<file path="src/rtl/core/nthr_pkg.sv">
`timescale 1ns / 1ps
// Shared types and constants for the Newton n-th root unit.
// No dependencies; imported by the interfaces and the core.
package nthr_pkg;

  localparam int VAL_W  = 32;  // Q-format value width
  localparam int DEG_W  = 5;   // root degree field width
  localparam int STEP_W = 6;   // step count register width

  localparam logic [STEP_W-1:0] STEP_RESET = 6'd10;
  localparam logic [VAL_W-1:0]  VAL_MAX    = {VAL_W{1'b1}};

  typedef enum logic [2:0] {
    ST_IDLE,
    ST_PREP,
    ST_MUL,
    ST_SAT,
    ST_DIV,
    ST_DIFF,
    ST_SCALE,
    ST_DONE
  } state_t;

endpackage

</file>
<file path="src/rtl/core/nthr_if.sv">
`timescale 1ns / 1ps
// Valid/ready channel interfaces for the root unit's request and result.
// Depends on nthr_pkg for payload widths.
interface nthr_req_if;
  import nthr_pkg::*;
  logic             valid;
  logic             ready;
  logic [VAL_W-1:0] radicand;
  logic [DEG_W-1:0] degree;
  modport source (output valid, output radicand, output degree, input ready);
  modport sink   (input valid, input radicand, input degree, output ready);
endinterface

interface nthr_rsp_if;
  import nthr_pkg::*;
  logic             valid;
  logic             ready;
  logic [VAL_W-1:0] root;
  logic             saturated;
  modport source (output valid, output root, output saturated, input ready);
  modport sink   (input valid, input root, input saturated, output ready);
endinterface

</file>
<file path="src/rtl/core/newton_nth_root_unit.sv">
`timescale 1ns / 1ps
// Newton n-th root unit: top level, one sequencer around a shared multiplier and divider.
// Depends on nthr_pkg and the channel interfaces in nthr_if.sv.
//
// Computes the degree-th root of an unsigned fixed-point radicand (FRAC_BITS fraction
// bits in 32) by Newton iteration from 1.0, running step_count-1 iterations. One
// request is worked at a time; req.ready is high only while the sequencer is idle,
// and a finished result sits in an output register so the next request can be taken
// while it waits. In each iteration the power x^(n-1) goes through one 32x32
// multiplier (multiply, then saturate), and the quotient and the correction divide
// by n share one radix-2 restoring divider, one quotient bit per cycle. Degree one,
// zero radicand or step_count below two skip the iterations and go straight to the
// done state. saturated reports any clipped product or quotient, or a zero divisor.
module newton_nth_root_unit #(
  parameter int FRAC_BITS  = 16,
  parameter int MAX_DEGREE = 16
) (
  input  logic                      clk,
  input  logic                      rst,
  input  logic                      cfg_wr_en,
  input  logic [nthr_pkg::STEP_W-1:0] cfg_wr_data,
  nthr_req_if.sink                  req,
  nthr_rsp_if.source                rsp
);
  import nthr_pkg::*;

  localparam int NUMW  = VAL_W + FRAC_BITS;   // dividend width for (q << F) / p
  localparam int CNT_W = $clog2(NUMW + 1);
  localparam logic [VAL_W-1:0] ONE = VAL_W'(1) << FRAC_BITS;

  state_t state, state_next;

  logic [STEP_W-1:0]  step_count;
  logic [STEP_W-1:0]  iter;
  logic [VAL_W-1:0]   q;
  logic [DEG_W-1:0]   n;
  logic [DEG_W-1:0]   mul_cnt;
  logic [VAL_W-1:0]   x;
  logic [VAL_W-1:0]   p;
  logic [2*VAL_W-1:0] prod;
  logic [NUMW-1:0]    dq;
  logic [VAL_W-1:0]   rem;
  logic [VAL_W-1:0]   den;
  logic [CNT_W-1:0]   cnt;
  logic [VAL_W-1:0]   d;
  logic               neg;
  logic               flag;
  logic               out_vld;
  logic [VAL_W-1:0]   out_root;
  logic               out_sat;

  logic [DEG_W-1:0]   deg_in;
  logic [VAL_W:0]     rem_sh;
  logic [VAL_W:0]     rem_dif;
  logic               ge;
  logic [2*VAL_W-1:0] prod_sh;
  logic               mul_ovf;
  logic               div_ovf;
  logic [VAL_W-1:0]   mag;
  logic [VAL_W-1:0]   x_new;
  logic               out_free;

  // degree zero acts as one; degrees above the limit are clamped
  always_comb begin
    if (req.degree == '0) begin
      deg_in = DEG_W'(1);
    end else if (int'(req.degree) > MAX_DEGREE) begin
      deg_in = DEG_W'(MAX_DEGREE);
    end else begin
      deg_in = req.degree;
    end
  end

  // shared restoring divider step
  assign rem_sh  = {rem, dq[NUMW-1]};
  assign rem_dif = rem_sh - {1'b0, den};
  assign ge      = !rem_dif[VAL_W];

  assign prod_sh = prod >> FRAC_BITS;
  assign mul_ovf = (prod_sh[2*VAL_W-1:VAL_W] != '0);
  assign div_ovf = (dq[NUMW-1:VAL_W] != '0);

  assign mag   = (d < x) ? (x - d) : (d - x);
  assign x_new = neg ? (x - dq[VAL_W-1:0]) : (x + dq[VAL_W-1:0]);

  assign out_free = !out_vld || rsp.ready;

  assign req.ready     = (state == ST_IDLE);
  assign rsp.valid     = out_vld;
  assign rsp.root      = out_root;
  assign rsp.saturated = out_sat;

  always_ff @(posedge clk) begin
    if (rst) begin
      state <= ST_IDLE;
    end else begin
      state <= state_next;
    end
  end

  always_comb begin
    state_next = state;
    unique case (state)
      ST_IDLE: begin
        if (req.valid) begin
          if (deg_in <= DEG_W'(1) || req.radicand == '0 || step_count <= STEP_W'(1)) begin
            state_next = ST_DONE;
          end else begin
            state_next = ST_PREP;
          end
        end
      end
      ST_PREP: begin
        if (mul_cnt != '0) begin
          state_next = ST_MUL;
        end else if (p == '0) begin
          state_next = ST_DIFF;
        end else begin
          state_next = ST_DIV;
        end
      end
      ST_MUL:  state_next = ST_SAT;
      ST_SAT:  state_next = ST_PREP;
      ST_DIV: begin
        if (cnt == '0) begin
          state_next = ST_DIFF;
        end
      end
      ST_DIFF: state_next = ST_SCALE;
      ST_SCALE: begin
        if (cnt == '0) begin
          state_next = (iter == STEP_W'(1)) ? ST_DONE : ST_PREP;
        end
      end
      ST_DONE: begin
        if (out_free) begin
          state_next = ST_IDLE;
        end
      end
      default: state_next = ST_IDLE;
    endcase
  end

  always_ff @(posedge clk) begin
    if (rst) begin
      step_count <= STEP_RESET;
    end else if (cfg_wr_en) begin
      step_count <= cfg_wr_data;
    end
  end

  always_ff @(posedge clk) begin
    if (rst) begin
      out_vld <= 1'b0;
    end else if (state == ST_DONE && out_free) begin
      out_vld <= 1'b1;
    end else if (rsp.ready) begin
      out_vld <= 1'b0;
    end
  end

  always_ff @(posedge clk) begin
    if (state == ST_DONE && out_free) begin
      out_root <= x;
      out_sat  <= flag;
    end
  end

  // datapath
  always_ff @(posedge clk) begin
    case (state)
      ST_IDLE: begin
        q       <= req.radicand;
        n       <= deg_in;
        mul_cnt <= deg_in - DEG_W'(2);
        iter    <= step_count - STEP_W'(1);
        flag    <= 1'b0;
        p       <= ONE;
        if (deg_in <= DEG_W'(1) || req.radicand == '0) begin
          x <= req.radicand;
        end else begin
          x <= ONE;
        end
      end
      ST_PREP: begin
        if (mul_cnt == '0) begin
          if (p == '0) begin
            d    <= VAL_MAX;
            flag <= 1'b1;
          end else begin
            dq  <= {q, {FRAC_BITS{1'b0}}};
            rem <= '0;
            den <= p;
            cnt <= CNT_W'(NUMW);
          end
        end
      end
      ST_MUL: begin
        prod <= (2*VAL_W)'(p) * (2*VAL_W)'(x);
      end
      ST_SAT: begin
        p       <= mul_ovf ? VAL_MAX : prod_sh[VAL_W-1:0];
        flag    <= flag | mul_ovf;
        mul_cnt <= mul_cnt - DEG_W'(1);
      end
      ST_DIV, ST_SCALE: begin
        if (cnt != '0) begin
          rem <= ge ? rem_dif[VAL_W-1:0] : rem_sh[VAL_W-1:0];
          dq  <= {dq[NUMW-2:0], ge};
          cnt <= cnt - CNT_W'(1);
        end else if (state == ST_DIV) begin
          d    <= div_ovf ? VAL_MAX : dq[VAL_W-1:0];
          flag <= flag | div_ovf;
        end else begin
          // signed correction, truncated toward zero
          x       <= x_new;
          p       <= x_new;
          iter    <= iter - STEP_W'(1);
          mul_cnt <= n - DEG_W'(2);
        end
      end
      ST_DIFF: begin
        neg <= (d < x);
        dq  <= {mag, {FRAC_BITS{1'b0}}};
        rem <= '0;
        den <= VAL_W'(n);
        cnt <= CNT_W'(VAL_W);
      end
      default: begin
      end
    endcase
  end

endmodule
</file>
<file path="src/flat_wrapper.sv">
// flat-port wrapper written by rule: the top's interface ports become plain ports
module newton_nth_root_unit_flat import nthr_pkg::*;
#(
  parameter int FRAC_BITS  = 16,
  parameter int MAX_DEGREE = 16
)
  (clk, rst, cfg_wr_en, cfg_wr_data, req_valid, req_radicand, req_degree, req_ready, rsp_valid, rsp_root, rsp_saturated, rsp_ready);
  nthr_req_if req_i ();
  nthr_rsp_if rsp_i ();
  input  logic clk;
  input  logic rst;
  input  logic cfg_wr_en;
  input  logic [nthr_pkg::STEP_W-1:0] cfg_wr_data;
  input wire logic [$bits(req_i.valid)-1:0] req_valid;
  input wire logic [$bits(req_i.radicand)-1:0] req_radicand;
  input wire logic [$bits(req_i.degree)-1:0] req_degree;
  output wire logic [$bits(req_i.ready)-1:0] req_ready;
  output wire logic [$bits(rsp_i.valid)-1:0] rsp_valid;
  output wire logic [$bits(rsp_i.root)-1:0] rsp_root;
  output wire logic [$bits(rsp_i.saturated)-1:0] rsp_saturated;
  input wire logic [$bits(rsp_i.ready)-1:0] rsp_ready;
  assign req_i.valid = req_valid;
  assign req_i.radicand = req_radicand;
  assign req_i.degree = req_degree;
  assign req_ready = req_i.ready;
  assign rsp_valid = rsp_i.valid;
  assign rsp_root = rsp_i.root;
  assign rsp_saturated = rsp_i.saturated;
  assign rsp_i.ready = rsp_ready;
  newton_nth_root_unit #(.FRAC_BITS(FRAC_BITS), .MAX_DEGREE(MAX_DEGREE)) u_core (.clk(clk), .rst(rst), .cfg_wr_en(cfg_wr_en), .cfg_wr_data(cfg_wr_data), .req(req_i), .rsp(rsp_i));
endmodule
</file>
<file path="config.mk">
export PLATFORM = sky130hd
export DESIGN_NAME = newton_nth_root_unit_flat
export DESIGN_NICKNAME = d
export VERILOG_FILES = /design/src/rtl/core/nthr_pkg.sv /design/src/rtl/core/nthr_if.sv /design/src/rtl/core/newton_nth_root_unit.sv /design/src/flat_wrapper.sv
export SDC_FILE = /design/constraint.sdc
export NUM_CORES = 2
export LEC_CHECK = 0
export BUFFER_PORTS_ARGS = -buffer_cell sky130_fd_sc_hd__buf_2
export CORE_UTILIZATION = 72
export DETAILED_ROUTE_END_ITERATION = 16
export PLACE_DENSITY = 0.92
export SLEW_MARGIN = 20
export SYNTH_ARGS = -nofsm -noshare
export SYNTH_HDL_FRONTEND = slang
export SYNTH_SLANG_ARGS = --single-unit
</file>
<file path="constraint.sdc">
create_clock -name clk -period 12.75 [get_ports clk]
set_input_delay 2.55 -clock clk [delete_from_list [all_inputs] [get_ports clk]]
set_output_delay 2.55 -clock clk [all_outputs]
set_load 0.02 [all_outputs]
</file>
==> results.json <==
{
  "nFillCells": 4575,
  "drt_iter0_drc": 5294,
  "critical-path-top-delay-family": "adder cells",
  "worst_pin_slew_ns": 1.28,
  "die_w_microns": 275,
  "wirelength_microns": 158000,
  "synth-main-ff-cell": "edfxtp_1",
  "grt_pass1_wl_microns": 250000,
  "crit_fanout": 21,
  "dr.pass1.iters": 16,
  "drc": 4,
  "postCtsResizedCells": 0,
  "cp_num_buf_inv": 6,
  "finalSetupTns_ns": 0,
  "drive_gt1_share_pct": 4.69,
  "antenna_found_initial": 12,
  "hold_path_class": "register to register",
  "cts_hold_buf": 0,
  "grt_pass1_vias": 45300,
  "timing.rr.start": "u_core.x[8]",
  "ys_top_cells_by_area": "fa_1, edfxtp_1, ha_1, and2_1, inv_1",
  "cp-end-kind": "register",
  "cpPeakStageDelay_ns": 1.06,
  "synthArstFlopShare_pct": 0,
  "io_pins": 83,
  "min_period_over_period_pct": 72.6,
  "endpoint": "u_core.prod[62]",
  "worstSetupPathType": "register to register",
  "wire_per_inst_microns": 24.4,
  "syn2layout_area_growth_pct": 4.45,
  "avgSynthCellArea_sq_um": 9.61,
  "postCtsSetupBuffers": 0,
  "reg2reg_depth": 27,
  "dieArea_sq_um": 75400,
  "cp_common_cell": "fa_1",
  "viasPerCell": 6.51,
  "rsz0062_at_grt": "false",
  "start_util_pct": 73.1,
  "ys_seq_area_share_pct": 19.7,
  "syn_nets": 6910,
  "startpoint_type": "register",
  "status": "complete, but fails checks",
  "violations": "design-rule violations",
  "period_needed_ns": 9.26,
  "fin_nets": 6835,
  "drtAntennaViolNets": 0,
  "cts_buffers": 37,
  "synth_top_cell_area_share_pct": 33.6,
  "ys_types": 88,
  "gr-total-overflow": 0,
  "gr-usage-all-layers_pct": 43.6,
  "max-cap-violations": 0,
  "core_area_sq_um": 73200,
  "slew_headroom_pct": 14.6,
  "via_count": 42200,
  "required_ns": 13.13,
  "yosys_warnings": 0,
  "cpMaxStageDelayCell": "edfxtp_1",
  "clkTransAtPathRegs_ns": 0.07,
  "timing_hold_violations_final": 0,
  "netlist_area_sq_um": 53500,
  "clock_skew_ns": 0.0287,
  "clockRootBuffer": "clkbuf_16",
  "reg2reg_setup_slack_ns": 3.49,
  "synth_edf_count": 345,
  "cts_tree": "yes",
  "final_max_slew_viol_count": 0,
  "critical_path_depth": 27,
  "multi_input_area_sq_um": 38200,
  "hpwlAfterDp_microns": 116000,
  "synth-seq-cells": 355,
  "fp-row-count": 99,
  "fmax_mhz": 108,
  "grt_max_degree": 68,
  "cts_max_path_buffers": 3,
  "setup_viol": 0,
  "reg2reg_to": "u_core.prod[62]",
  "cts_htree_levels": 2,
  "gp_congestion": 1.01,
  "cts.sink_count": 355,
  "arrival_ns": 9.64,
  "yosys.area.top_type": "fa_1",
  "seq_area_sq_um": 10600,
  "io_buffers": 82,
  "startpoint": "u_core.x[8]",
  "insertion_delay_ns": 0.58,
  "postSynthCellCount": 5568,
  "fp.dieH_microns": 275
}
-- worst min-delay path by stage --
stage,startpoint,cells after the start,slack [ns],end
6_report,u_core.x[15],0,0.47,u_core.rsp.root[15]
2_1_floorplan,u_core.flag,0,0.45,u_core.rsp.saturated
5_1_grt,u_core.x[15],0,0.47,u_core.rsp.root[15]
4_1_cts,u_core.x[15],0,0.47,u_core.rsp.root[15]
3_3_place_gp,u_core.x[0],0,0.46,u_core.rsp.root[0]
3_5_place_dp,u_core.x[15],0,0.45,u_core.rsp.root[15]
-- routing by layer --
metal,global-route usage [%],part of all wire (%),vias to the layer above
li1,-,-,17300
met1,53.3,33,20600
met3,11.6,13,1005
met4,30.0,8.5,12
met2,68.1,45,3238
met5,0,0.054,-
-- state kept, by name, indices dropped and copies added (netlist names), 6 cells and up --
signal,count
u_core.cnt,6
u_core.d,32
u_core.den,32
u_core.dq,48
u_core.iter,6
u_core.p,32
u_core.prod,48
u_core.q,32
u_core.rem,32
u_core.rsp.root,32
u_core.step_count,6
u_core.x,32
-- worst reg2reg max path: stages (launching register included) --
cell and delay (ns):
edfxtp_1 1.06, buf_4 0.39, nand2_1 0.11, fa_1 0.44
inv_1 0.08, fa_1 0.43, fa_1 0.54, inv_1 0.06
fa_1 0.47, inv_1 0.05, fa_1 0.52, inv_1 0.07
fa_1 0.54, inv_1 0.06, fa_1 0.51, fa_1 0.44
ha_1 0.36, nand4_1 0.20, nor3_2 0.29, nand3_1 0.12
o32a_1 0.41, a311o_1 0.51, a2111oi_4 0.43, nor3_1 0.11
nor3_2 0.32, a221oi_2 0.15, o21ai_2 0.20, xor2_1 0.22
-- Yosys cell counts (all sizes together), types with 54 or more instances --
cell       n
a21o      96
a21oi    200
and2     644
clkbuf   256
edfxtp   345
fa       899
ha       395
inv     1000
mux2i     54
nand2    657
nor2     185
o21ai    129
xnor2    119
xor2      58
-- area by class of cell --
| cell class | instances | area share, % |
|---|---|---|
| sequential | 355 | 18.9 |
| clock buffer | 43 | 1.70 |
| clock inverter | 22 | 0.325 |
| inverter | 1002 | 6.73 |
| multi-input combinational | 3933 | 68.4 |
| timing repair buffer | 164 | 1.84 |
| tap | 959 | 2.15 |
| antenna | 5 | 0.0224 |
-- stage by stage --
| step | hold slack, ns | std cells | setup slack [ns] | utilization, % | area [sq um] |
|---|---|---|---|---|---|
| floorplan | 0.447 | 5568 | 4.52 | - | 53500 |
| global placement | 0.456 | 6413 | 4.18 | 74.8 | 54800 |
| detailed placement | 0.450 | 6413 | 3.87 | 74.8 | 54800 |
| CTS | 0.468 | 6478 | 3.79 | 76.3 | 55900 |
| global route | 0.475 | 6479 | 3.31 | 76.4 | 55900 |
| finish | 0.472 | 6483 | 3.49 | 76.4 | 55900 |
-- logic make-up after synthesis --
kind of cell | synth area share, %
AO/OA/AOI/OAI | 7.98
XOR/XNOR | 2.91
adder cells (fa/ha/maj) | 42.9
buffers and inverters | 9.03
flip-flops | 19.7
multiplexers | 1.03
AND/OR/NAND/NOR | 16.5
-- layout by cell type (no fill, tap or decap), types with 7 or more instances in the layout --
| cell | count |
|---|---|
| a211oi_1 | 27 |
| mux2i_1 | 54 |
| buf_2 | 82 |
| dfxtp_1 | 10 |
| nor3_1 | 42 |
| o31a_1 | 8 |
| buf_4 | 82 |
| nor2b_1 | 30 |
| o22ai_1 | 23 |
| and2_1 | 644 |
| o21ai_0 | 122 |
| nand4_1 | 32 |
| clkinv_2 | 8 |
| o31ai_1 | 7 |
| a31oi_1 | 18 |
| o21a_1 | 17 |
| inv_1 | 999 |
| fa_1 | 899 |
| clkbuf_16 | 37 |
| nand3_1 | 22 |
| xnor2_1 | 118 |
| or3_1 | 15 |
| edfxtp_1 | 345 |
| a21boi_0 | 13 |
| nand2b_1 | 41 |
| and4_1 | 7 |
| o211ai_1 | 14 |
| a221oi_1 | 10 |
| nand2_1 | 656 |
| o21bai_1 | 23 |
| xor2_1 | 58 |
| a21oi_1 | 198 |
| and3_1 | 14 |
| nor2_1 | 180 |
| ha_1 | 395 |
| nor4_1 | 34 |
| a21o_1 | 96 |
Power is left out: the tool's default activity adds up to more than one toggle a clock period on the data nets, which glitch-free logic cannot reach.
